## src/rtl/ycr216_pkg.sv

```systemverilog
package ycr216_pkg;

    // Fixed-point gains, 16 fractional bits
    localparam logic signed [27:0] CR_TO_R    = 28'sd104597;
    localparam logic signed [27:0] CB_TO_G    = 28'sd25674;
    localparam logic signed [27:0] CR_TO_G    = 28'sd53278;
    localparam logic signed [27:0] CB_TO_B    = 28'sd132201;
    localparam logic signed [27:0] LUMA_GAIN  = 28'sd76309;
    localparam logic signed [8:0]  CHROMA_MID = 9'sd128;
    localparam logic signed [8:0]  LUMA_BLACK = 9'sd16;
    localparam logic signed [10:0] CHAN_MAX   = 11'sd255;
    localparam logic [7:0]         R_WEIGHT   = 8'd36;
    localparam logic [7:0]         G_WEIGHT   = 8'd6;

    // x*5/255 steps up at every multiple of 51
    localparam logic [7:0] QUANT_STEP = 8'd51;

    typedef struct packed {
        logic [7:0] luma_top_left;
        logic [7:0] luma_top_right;
        logic [7:0] luma_bottom_left;
        logic [7:0] luma_bottom_right;
        logic [7:0] chroma_blue;
        logic [7:0] chroma_red;
    } t_in_word;

    typedef struct packed {
        logic [7:0] index_top_left;
        logic [7:0] index_top_right;
        logic [7:0] index_bottom_left;
        logic [7:0] index_bottom_right;
    } t_out_word;

    // Chroma offsets after the floor shift, shared by the four pixels
    typedef struct packed {
        logic signed [9:0] rd;
        logic signed [9:0] gd;
        logic signed [9:0] bd;
    } t_chroma;

    // Scaled luma term: floor(((y - 16) * 76309) / 65536), range -19..278
    function automatic logic signed [9:0] luma_term(input logic [7:0] y);
        logic signed [8:0]  y_off;
        logic signed [27:0] prod;
        begin
            y_off = $signed({1'b0, y}) - LUMA_BLACK;
            prod  = 28'(y_off) * LUMA_GAIN;
            return prod[25:16];
        end
    endfunction

endpackage

```

## src/rtl/ycr216_chroma.sv

```systemverilog
module ycr216_chroma
    import ycr216_pkg::*;
(
    input  logic [7:0] i_cb,
    input  logic [7:0] i_cr,
    output t_chroma    o_chroma
);

    logic signed [8:0]  cb;
    logic signed [8:0]  cr;
    logic signed [27:0] prod_r;
    logic signed [27:0] prod_g;
    logic signed [27:0] prod_b;

    always_comb begin
        cb     = $signed({1'b0, i_cb}) - CHROMA_MID;
        cr     = $signed({1'b0, i_cr}) - CHROMA_MID;
        prod_r = 28'(cr) * CR_TO_R;
        prod_g = 28'(cb) * CB_TO_G + 28'(cr) * CR_TO_G;
        prod_b = 28'(cb) * CB_TO_B;
        // Bits 25:16 are the arithmetic shift by 16; the values fit 10 bits
        o_chroma.rd = prod_r[25:16];
        o_chroma.gd = prod_g[25:16];
        o_chroma.bd = prod_b[25:16];
    end

endmodule

```

## src/rtl/ycr216_pixel.sv

```systemverilog
module ycr216_pixel
    import ycr216_pkg::*;
(
    input  logic signed [9:0] i_luma,
    input  t_chroma           i_chroma,
    output logic [7:0]        o_index
);

    function automatic logic [7:0] clamp_chan(input logic signed [10:0] v);
        begin
            if (v < 11'sd0) begin
                return 8'd0;
            end else if (v > CHAN_MAX) begin
                return 8'd255;
            end
            return v[7:0];
        end
    endfunction

    function automatic logic [7:0] quant(input logic [7:0] x);
        logic [7:0] q;
        begin
            q = 8'd0;
            if (x >= QUANT_STEP)        q = 8'd1;
            if (x >= 8'(QUANT_STEP * 2)) q = 8'd2;
            if (x >= 8'(QUANT_STEP * 3)) q = 8'd3;
            if (x >= 8'(QUANT_STEP * 4)) q = 8'd4;
            if (x >= 8'(QUANT_STEP * 5)) q = 8'd5;
            return q;
        end
    endfunction

    logic signed [10:0] sum_r;
    logic signed [10:0] sum_g;
    logic signed [10:0] sum_b;
    logic [7:0]         lvl_r;
    logic [7:0]         lvl_g;
    logic [7:0]         lvl_b;

    always_comb begin
        sum_r   = 11'(i_luma) + 11'(i_chroma.rd);
        sum_g   = 11'(i_luma) - 11'(i_chroma.gd);
        sum_b   = 11'(i_luma) + 11'(i_chroma.bd);
        lvl_r   = quant(clamp_chan(sum_r));
        lvl_g   = quant(clamp_chan(sum_g));
        lvl_b   = quant(clamp_chan(sum_b));
        o_index = lvl_r * R_WEIGHT + lvl_g * G_WEIGHT + lvl_b;
    end

endmodule

```

## src/rtl/ycbcr420_to_rgb216_index_unit.sv

```systemverilog
// Channel   Handshake            Payload     Direction
// input     start, busy          i_word      one 2x2 block: four luma, shared Cb/Cr
// result    o_strobe             o_word      four 6x6x6 palette indices
//
// Takes one word in every cycle; busy stays low. A result is held on o_word
// for exactly one cycle with o_strobe high. The depth is set by the input
// register, the product register after the constant multipliers, and the
// result register.
// Synchronous active-low reset clears the valid bits only; payload registers
// are left as they are. The receiver cannot stall, so nothing ever backs up.
module ycbcr420_to_rgb216_index_unit
    import ycr216_pkg::*;
(
    input  logic      i_clk,
    input  logic      i_rst_n,
    input  logic      start,
    output logic      busy,
    input  t_in_word  i_word,
    output logic      o_strobe,
    output t_out_word o_word
);

    // Input register
    logic     r_in_vld;
    t_in_word r_in;

    // Product register: chroma terms and four scaled luma terms
    logic              r_mid_vld;
    t_chroma           r_chroma;
    logic signed [9:0] r_luma [4];

    // Result register
    logic      r_out_vld;
    t_out_word r_out;

    t_chroma           n_chroma;
    logic signed [9:0] n_luma [4];
    logic [7:0]        n_index [4];

    // Never back-pressure: every stage advances each cycle
    assign busy = 1'b0;

    ycr216_chroma u_chroma (
        .i_cb     (r_in.chroma_blue),
        .i_cr     (r_in.chroma_red),
        .o_chroma (n_chroma)
    );

    always_comb begin
        n_luma[0] = luma_term(r_in.luma_top_left);
        n_luma[1] = luma_term(r_in.luma_top_right);
        n_luma[2] = luma_term(r_in.luma_bottom_left);
        n_luma[3] = luma_term(r_in.luma_bottom_right);
    end

    // One pixel path per luma sample, all sharing the registered chroma terms
    for (genvar g = 0; g < 4; g++) begin : g_pix
        ycr216_pixel u_pixel (
            .i_luma   (r_luma[g]),
            .i_chroma (r_chroma),
            .o_index  (n_index[g])
        );
    end

    // Valid bits: advance one stage per cycle, drop on reset
    always_ff @(posedge i_clk) begin
        if (!i_rst_n) begin
            r_in_vld  <= 1'b0;
            r_mid_vld <= 1'b0;
            r_out_vld <= 1'b0;
        end else begin
            r_in_vld  <= start && !busy;
            r_mid_vld <= r_in_vld;
            r_out_vld <= r_mid_vld;
        end
    end

    // Payload: the input register loads only on an accepted start; the others load unconditionally
    always_ff @(posedge i_clk) begin
        if (start && !busy) begin
            r_in <= i_word;
        end
        r_chroma <= n_chroma;
        for (int k = 0; k < 4; k++) begin
            r_luma[k] <= n_luma[k];
        end
        r_out.index_top_left     <= n_index[0];
        r_out.index_top_right    <= n_index[1];
        r_out.index_bottom_left  <= n_index[2];
        r_out.index_bottom_right <= n_index[3];
    end

    assign o_strobe = r_out_vld;
    assign o_word   = r_out;

endmodule
```

## config.mk

```make
export PLATFORM = sky130hd
export DESIGN_NAME = ycbcr420_to_rgb216_index_unit
export DESIGN_NICKNAME = d
export VERILOG_FILES = /design/src/rtl/ycr216_pkg.sv /design/src/rtl/ycr216_chroma.sv /design/src/rtl/ycr216_pixel.sv /design/src/rtl/ycbcr420_to_rgb216_index_unit.sv
export SDC_FILE = /design/constraint.sdc
export NUM_CORES = 1
export LEC_CHECK = 0
export BUFFER_PORTS_ARGS = -buffer_cell sky130_fd_sc_hd__buf_4
export CAP_MARGIN = 30
export CORE_ASPECT_RATIO = 0.5
export CORE_MARGIN = 2
export CORE_UTILIZATION = 55
export CTS_BUF_LIST = sky130_fd_sc_hd__clkbuf_2
export DETAILED_ROUTE_END_ITERATION = 7
export PLACE_DENSITY = 0.72
export SYNTH_ARGS = -nofsm -noshare
export SYNTH_HDL_FRONTEND = slang
export SYNTH_SLANG_ARGS = --single-unit
```

## constraint.sdc

```tcl
create_clock -name i_clk -period 11 [get_ports i_clk]
set_input_delay 2.2 -clock i_clk [delete_from_list [all_inputs] [get_ports i_clk]]
set_output_delay 2.2 -clock i_clk [all_outputs]
set_load 0.05 [all_outputs]
```

# After elaboration in Yosys (flattened, before gate mapping)
# Memory sizes are Yosys's and may differ from the RTL's.
# Index checks and enable logic that the tools add are counted.
# classes
multipliers	16
order_cmp	84
muxes	120
addsub	27
# ops
operator	count
8-bit greater-or-equal comparator, second input constant	36
8-bit 2-to-1 mux	36
11-bit by 9-bit greater-than comparator with 1-bit output, second input constant	12
11-bit by 1-bit < comparator with 1-bit output, second input constant	12
9-bit by 18-bit multiplier with 26-bit output, second input constant	5
8-bit by 6-bit greater-or-equal comparator with 1-bit output, second input constant	12
8-bit by 7-bit greater-or-equal comparator with 1-bit output, second input constant	12
10-bit by 10-bit adder with 11-bit output	8
3-bit 2-to-1 mux	24
2-bit 2-to-1 mux	24
10-bit by 10-bit subtractor with 11-bit output	4
1-bit 2-to-1 mux	36
8-bit by 5-bit subtractor with 9-bit output, second input constant	4
8-bit by 3-bit adder with 8-bit output	4
8-bit adder	4
26-bit adder	1
9-bit by 19-bit multiplier with 26-bit output, second input constant	1
9-bit by 16-bit multiplier with 25-bit output, second input constant	1
3-bit by 4-bit multiplier with 6-bit output, second input constant	4
9-bit by 15-bit multiplier with 24-bit output, second input constant	1
3-bit by 2-bit multiplier with 5-bit output, second input constant	4
8-bit by 8-bit subtractor with 9-bit output, second input constant	2
# word_totals
regBits	113
wordCells	264
input_bits	51
memories	1
ram_bits	40
# mem_list
name	words	width	read_ports	rd_clocked_by_memory_dff	write_ports	line	text
r_luma	4	10	4	0	4	ycbcr420_to_rgb216_index_unit.sv:30	logic signed [9:0] r_luma [4];

# Depth between registers and ports, before layout
# Gate-level depths: netlist of run 1.
# An unclocked memory read counts as a cell.
# logic_depth
ltp_word	15
mapped_depth	30
mapped_depth_nobuf	30

# By module
# From an unflattened synthesis of run 1, not the netlist that was laid out.
# unflattened
hier_cells	3076
hier_area_um2	28318.4
# by_module_without_submodules
module	seq_area_each_um2	cells_each	area_per_inst_um2	instances
ycbcr420_to_rgb216_index_unit	3543.4	1003	11448.5	1
ycr216_chroma	0.0	891	8132.8	1
ycr216_pixel at g_pix[0].u_pixel ...	0.0	296	2168.3	3
ycr216_pixel at g_pix[3].u_pixel	0.0	294	2232.1	1

# Worst setup path before layout of run 1
# OpenSTA, ideal clock, no wires.
# synth_timing
path_type	register -> register
start	register r_in[2] (netlist name)
end	register r_chroma[19] (netlist name)
path_buffers	0
t_arrival_ns	6.360
setup_ns	0.130
setup_slack_ns	4.510
required_ns	10.870
synth_period_minus_slack_ns	6.490
path_stages_with_launch	31
cell_sequence	edfxtp_1 ha_1 inv_1 fa_1 inv_1 ha_1 inv_1 fa_1 inv_1 ha_1 ha_1 inv_1 fa_1 nor2b_1 o21ai_0 a21boi_0 o21ai_0 a21oi_1 and2_1 nor2_1 ha_1 a2111oi_4 o21ai_2 a2111oi_4 nor2_2 a211oi_4 a21oi_2 a211o_1 a21oi_2 xnor2_1 xnor3_1
# synth_lines
item	line	text
start, declared	ycbcr420_to_rgb216_index_unit.sv:25	t_in_word r_in;
start signal, assigned	ycbcr420_to_rgb216_index_unit.sv:81	r_in <= i_word;
end signal, assigned	ycbcr420_to_rgb216_index_unit.sv:83	r_chroma <= n_chroma;
end, declared	ycbcr420_to_rgb216_index_unit.sv:29	t_chroma r_chroma;

==> results.md, run 1 <==
* Status: finished, final reports clean
* Vias in the first global route at 20700
* R2R Path Start: r_in[7]$_DFFE_PP_
* Slowest CP cell: edfxtp_1
* Synth-to-Final Area Change at 6.06%
* Cell mode on critical path: inv_1
* Max incr delay on CP at 0.65 ns
* CTS Hold Bufs at 0
* Layout cells sized above 1 at 5.87%
* Placed Cells at 3749
* Detailed Route Iter0 Violations at 1178
* Fmax at 0.137 GHz
* Clk pin slew, worst setup/hold paths at 0.30 ns
* H-tree Lvls at 4
* Reg2Reg Depth at 29
* Clock sink total at 153
* Critical path endpoint category: flop
* Worst Hold Path EP: o_strobe$_SDFF_PN0_
* Via count at 21100
* Tcrit/Tclk final at 66.6%
* Max FO, Critical Path at 16
* Critical Path Source: r_in[7]$_DFFE_PP_
* Die Width at 320 um
* RSZ-0062 raised after global routing: false
* Root Buffer: clkbuf_2
* Initial Utilization at 56.2%
* Max Root-Sink Buffers at 2
* 1st-pass router iterations at 5
* Capturing point of the worst reg2reg path: r_chroma[19]$_DFF_P_
* Clock skew at 0.0462 ns
* Syn Inst Count at 3021
* Final instance area at 29200 um^2
* Critical path arrival at 8.13 ns
* Boundary Pins at 85
* Syn nets at 4019
* Hold Path Origin: r_mid_vld$_SDFF_PN0_
* CP top delay family: compound AO/OA/AOI/OAI gates
* Nets at 4117
* Gr ovfl total at 0
* Vias per cell at 5.57
* Mapped Area at 27500 um^2
* WL/cell at 15.2 um
* Top cells by area, synth: ha_1 (35%), fa_1 (13%), inv_1 (7.7%), dfxtp_1 (7.6%), edfxtp_1 (5.2%)
* Total GRT Usage at 22.9%
* Synth top area share at 35.0%
* Worst-Skew Late Latency at 0.91 ns
* Yosys top cell by area: ha_1
* First-pass GRT wire length at 97900 um
* CTS tree: built
* Drt total wl at 57400 um
* Die ar. at 52000 um^2
* Post-route DRC at 0
* Fin crit period at 7.33 ns
* GPL Wtd Cong at 0.942
* Post-route insts no fill at 3782
* Initial antenna violation count at 1
* Hold violation count in the final report at 0
* Worst setup path class: reg -> reg
* Num rows at 57
* Postcts setup bufs at 0
* Max-cap violations at 0
* YS warnings at 0
* Hold Crit Class: reg -> reg
* Worst hold margin at 0.474 ns
* Port Buffers at 83
* Ys flop type: dfxtp_1
* Fraction of registers with async set/reset at 0%
* Min-Delay Path Depth at 1
* CTS buffer count at 17
* Max Slew Vio Count at 0
* CP startpoint kind: flop
* Required @ worst endpoint at 11.81 ns
* Netlist cell types at 97
* Syn Area/Cell at 9.12 um^2
* Cell Area, Placed at 29000 um^2
* HPWL after DPL at 49600 um
* Post-CTS Resized at 0
* Register bit total from synthesis at 153
* Fill cells at 4228
* Worst R2R Setup Slack at 3.67 ns
* Seq/Total Area, Yosys at 12.9%
* Die H at 162 um
* Post-route ant nets at 0
* Worst rel slew slack at 47.4%
* Worst path buffer plus inverter count at 6
* Worst Tran Pin Value at 0.779 ns
* Final Setup Violations at 0
* Largest net degree at the start of global routing at 50
* Core box area at 49000 um^2
* EDFF count, synth at 48
* Setup TNS at 0 ns
-- final cells by class --
class / instances / area [um^2] / share of cell area [%]
clock inverters: 15 / 168 / 0.574
inverters: 564 / 2120 / 7.25
clock buffers: 17 / 85.1 / 0.291
flip-flops and latches: 153 / 3540 / 12.1
multi-input cells: 2298 / 21800 / 74.8
repair buffers: 85 / 638 / 2.18
well taps: 649 / 812 / 2.78
diodes: 1 / 2.50 / 0.00857
-- cells by family after synthesis --
logic type / Yosys count / synth area share [%]
adder cells (fa/ha/maj): 947 / 47.8
AO/OA/AOI/OAI: 631 / 15.8
buffers and inverters: 570 / 7.81
AND/OR/NAND/NOR: 527 / 9.42
XOR/XNOR: 181 / 5.83
flip-flops: 153 / 12.9
multiplexers: 11 / 0.432
other: 1 / 0.0136
-- cells in the mapped netlist, types with 6 or more instances --
| master | number |
|---|---|
| nand3_1 | 54 |
| a31oi_1 | 16 |
| nor3_1 | 59 |
| nand2b_1 | 18 |
| o41ai_1 | 7 |
| or3_1 | 10 |
| or2_2 | 19 |
| o21ai_0 | 99 |
| o211ai_1 | 13 |
| nor2b_1 | 36 |
| inv_1 | 564 |
| a21o_1 | 56 |
| nand3b_1 | 6 |
| o21bai_1 | 37 |
| ha_1 | 770 |
| nor3b_1 | 8 |
| xnor2_1 | 114 |
| dfxtp_1 | 105 |
| a2111oi_0 | 8 |
| o21a_1 | 35 |
| o31a_1 | 11 |
| nor2_1 | 152 |
| o21ai_1 | 9 |
| a41oi_1 | 7 |
| a31o_2 | 9 |
| and3_1 | 18 |
| and2_1 | 20 |
| a211oi_1 | 17 |
| a21oi_1 | 179 |
| o31ai_1 | 16 |
| a21boi_0 | 9 |
| edfxtp_1 | 48 |
| o2111ai_1 | 11 |
| mux2_2 | 7 |
| fa_1 | 177 |
| nand2_1 | 97 |
| a22oi_1 | 8 |
| nand4_1 | 11 |
| xor2_1 | 65 |
-- layout by cell type (no fill, tap or decap), drive strengths merged, types with 9 or more instances in the layout --
cell     synthesis  final
nor2           153    153
buf              3     85
o31ai           17     17
o211ai          13     13
a31oi           19     19
or3             10     10
and2            20     20
a21oi          184    184
a31o             9      9
clkbuf           3     17
o2111ai         11     11
nand3           54     54
o21ai          110    110
a21o            56     56
and3            18     18
nor2b           36     36
o21a            35     35
inv            564    578
xor2            65     65
nor3            59     59
o31a            11     11
nand2b          18     18
a211oi          19     19
nand4           11     11
or2             21     21
dfxtp          105    105
a2111oi         13     13
o21bai          37     37
xnor2          115    115
a21boi          10     10
edfxtp          48     48
nand2           97     97
fa             177    177
ha             770    770
-- sequential cells by signal, summed over array words and instances (netlist names) --
signal,cells
r_in,48
o_word,32
r_in_vld,1
r_chroma,30
r_luma,40
r_mid_vld,1
o_strobe,1
-- stage by stage --
| stage | util (%) | worst slack [ns] |
|---|---|---|
| 2_1_floorplan | - | 4.51 |
| 3_3_place_gp | 59.1 | 3.90 |
| 3_5_place_dp | 59.1 | 3.78 |
| 4_1_cts | 59.6 | 3.68 |
| 5_1_grt | 59.6 | 3.09 |
| 6_report | 59.6 | 3.67 |
-- routing by layer --
layer,up-vias,GRT usage [%],wire [um]
li1,10700,-,-
met1,9881,30.7,27500
met2,384,39.0,26200
met3,61,4.14,2940
met4,0,4.27,767
met5,-,0,0
-- worst reg2reg max path: cells and delay by family, from the launching register on --
kind / cells / cell delay (ns)
flip-flops: 1 / 0.65
adder cells (fa/ha/maj): 7 / 2.39
AND/OR/NAND/NOR: 3 / 0.37
XOR/XNOR: 2 / 0.36
buffers and inverters: 6 / 0.97
AO/OA/AOI/OAI: 11 / 2.51
-- worst max-delay path by stage --
stage | to | slack [ns] | cells past startpoint
finish | r_chroma[19]$_DFF_P_ | 3.67 | 29
global route | r_chroma[19]$_DFF_P_ | 3.09 | 28
CTS | r_chroma[19]$_DFF_P_ | 3.68 | 29
detailed placement | r_chroma[19]$_DFF_P_ | 3.78 | 29
global placement | r_chroma[19]$_DFF_P_ | 3.90 | 29
floorplan | r_chroma[19]$_DFF_P_ | 4.51 | 30
Power of run 1 is left out: the tool's default activity adds up to more than one toggle a clock period on the data nets, which glitch-free logic cannot reach.
==> run 2: changes to the inputs <==
- clock period: 11 -> 7.7 ns (I/O delays scaled with it)
==> results.md, run 2 (synthesis results as in run 1) <==
* H-tree Lvls at 4 (unchanged)
* Met3 Track Usage GR at 3.50% (-0.64 points)
* Capturing point of the worst reg2reg path: r_chroma[19]$_DFF_P_
* Vias per cell at 5.56 (-0.13%)
* GPL Wtd Cong at 0.909 (-3.6%)
* Via count at 21000 (-0.047%)
* Final Setup Violations at 0 (unchanged)
* Worst Tran Pin Value at 0.801 ns (+0.0219 ns)
* Required @ worst endpoint at 8.48 ns (-3.33 ns)
* Clk pin slew, worst setup/hold paths at 0.28 ns (-0.02 ns)
* Initial Utilization at 56.2% (unchanged)
* Hold Path Origin: r_mid_vld$_SDFF_PN0_
* GR Util met2 at 40.0% (+0.95 points)
* Met1 Usage GRT at 31.8% (+1.1 points)
* Most common cell after layout, fill and taps aside: ha_1
* Max Slew Vio Count at 0 (unchanged)
* Worst R2R Setup Slack at 0.50 ns (-3.18 ns)
* Slowest CP cell: edfxtp_1
* Root Buffer: clkbuf_2
* Max Root-Sink Buffers at 2 (unchanged)
* Vias in the first global route at 21200 (+2.6%)
* Postcts setup bufs at 0 (unchanged)
* Worst Setup Slack post-DPL at 0.597 ns (-3.18 ns)
* Drt total wl at 58600 um (+2.0%)
* Die H at 162 um (unchanged)
* Critical path endpoint category: flop
* Largest net degree at the start of global routing at 50 (unchanged)
* Hold Crit Class: reg -> reg
* Die Width at 320 um (unchanged)
* Cell Area, Placed at 29000 um^2 (about the same)
* CTS Hold Bufs at 0 (unchanged)
* Most frequent cells in the layout: ha_1 (770), inv_1 (564), a21oi_1 (179), fa_1 (177), nor2_1 (152)
* Synth-to-Final Area Change at 6.04% (about the same)
* Worst setup path class: reg -> reg
* Post-CTS Resized at 0 (unchanged)
* Tcrit/Tclk final at 93.5% (+27 points)
* Worst-Skew Late Latency at 0.88 ns (-0.03 ns)
* CP startpoint kind: flop
* Total GRT Usage at 23.5% (+0.54 points)
* Max FO, Critical Path at 8 (-8)
* Final worst slack at 0.498 ns (-3.18 ns)
* Port Buffers at 83 (unchanged)
* Largest Register: r_in
* Nets at 4119 (+0.049%)
* Worst Hold Path EP: o_strobe$_SDFF_PN0_
* Setup TNS at 0 ns (unchanged)
* Largest register FFs at 48 (unchanged)
* Fill cells at 4251 (+0.54%)
* Detailed Route Iter0 Violations at 1025 (-13%)
* RSZ-0062 raised after global routing: false
* Top Usage Layer GRT: met2
* 1st-pass router iterations at 7 (+2)
* Clock sink total at 153 (unchanged)
* Critical path arrival at 7.98 ns (-0.15 ns)
* Area of the multi-input gates at 21800 um^2 (unchanged)
* Reg2Reg Depth at 30 (+3.4%)
* Hold violation count in the final report at 0 (unchanged)
* Min-Delay Path Depth at 1 (unchanged)
* CTS tree: built
* WL/cell at 15.5 um (+1.9%)
* Worst rel slew slack at 45.9% (-1.5 points)
* Final instance area at 29200 um^2 (about the same)
* Boundary Pins at 85 (unchanged)
* Post-route DRC at 0 (unchanged)
* Num rows at 57 (unchanged)
* HPWL after DPL at 50400 um (+1.5%)
* Max incr delay on CP at 0.63 ns (-0.02 ns)
* Die ar. at 52000 um^2 (unchanged)
* Layout cells sized above 1 at 5.90% (+0.028 points)
* Status: finished, final reports clean
* Gr ovfl total at 0 (unchanged)
* Core box area at 49000 um^2 (unchanged)
* Fmax at 0.139 GHz (+1.7%)
* CTS buffer count at 17 (unchanged)
* R2R Path Start: r_in[3]$_DFFE_PP_
* First-pass GRT wire length at 100000 um (+2.2%)
* Clock skew at 0.0633 ns (+0.0171 ns)
* Post-route ant nets at 0 (unchanged)
* Initial antenna violation count at 2 (+1)
* FF/Latch Area at 3540 um^2 (unchanged)
* Max-cap violations at 0 (unchanged)
* Fin crit period at 7.20 ns (-0.123 ns)
* Worst hold margin at 0.472 ns (-0.00221 ns)
## run 2: how the worst max path moves through the flow
stage                      startpoint                   end  slack (ns)  depth (start not counted)
floorplan           r_in[2]$_DFFE_PP_  r_chroma[19]$_DFF_P_        1.21                         30
global placement    r_in[2]$_DFFE_PP_  r_chroma[19]$_DFF_P_        0.76                         30
detailed placement  r_in[1]$_DFFE_PP_  r_chroma[19]$_DFF_P_        0.60                         30
CTS                 r_in[1]$_DFFE_PP_  r_chroma[19]$_DFF_P_        0.51                         30
global route        r_in[3]$_DFFE_PP_  r_chroma[19]$_DFF_P_        0.02                         30
finish              r_in[3]$_DFFE_PP_  r_chroma[19]$_DFF_P_        0.50                         30
## run 2: worst max-delay path: cells and delay by family (launching register included)
| kind | cells | cell delay (ns) |
|---|---|---|
| xor gates and xnor gates | 2 | 0.35 |
| DFF | 1 | 0.63 |
| buffers and inverters | 5 | 0.32 |
| AOI/OAI and AO/OA | 11 | 2.50 |
| and+or+nand+nor | 4 | 0.50 |
| adders and majority gates | 8 | 2.79 |
## run 2: final cells by class
| class | count | share of cell area [%] |
|---|---|---|
| diodes | 2 | 0.0171 |
| clock buffers | 17 | 0.291 |
| clock inverters | 15 | 0.488 |
| inverters | 564 | 7.25 |
| multi-input cells | 2298 | 74.8 |
| flip-flops and latches | 153 | 12.1 |
| well taps | 649 | 2.78 |
| repair buffers | 87 | 2.24 |
## run 2: stage by stage
stage	utilization, %	std cells
floorplan	-	3021
global placement	59.1	3751
detailed placement	59.1	3751
CTS	59.6	3783
global route	59.6	3785
finish	59.6	3785
## run 2: metal layers
layer	part of all wire, %	up-vias
met1	49	9914
met5	0	-
met2	46	345
met3	3.8	53
li1	-	10700
met4	1.4	0
Power of run 2 is left out for the same reason.
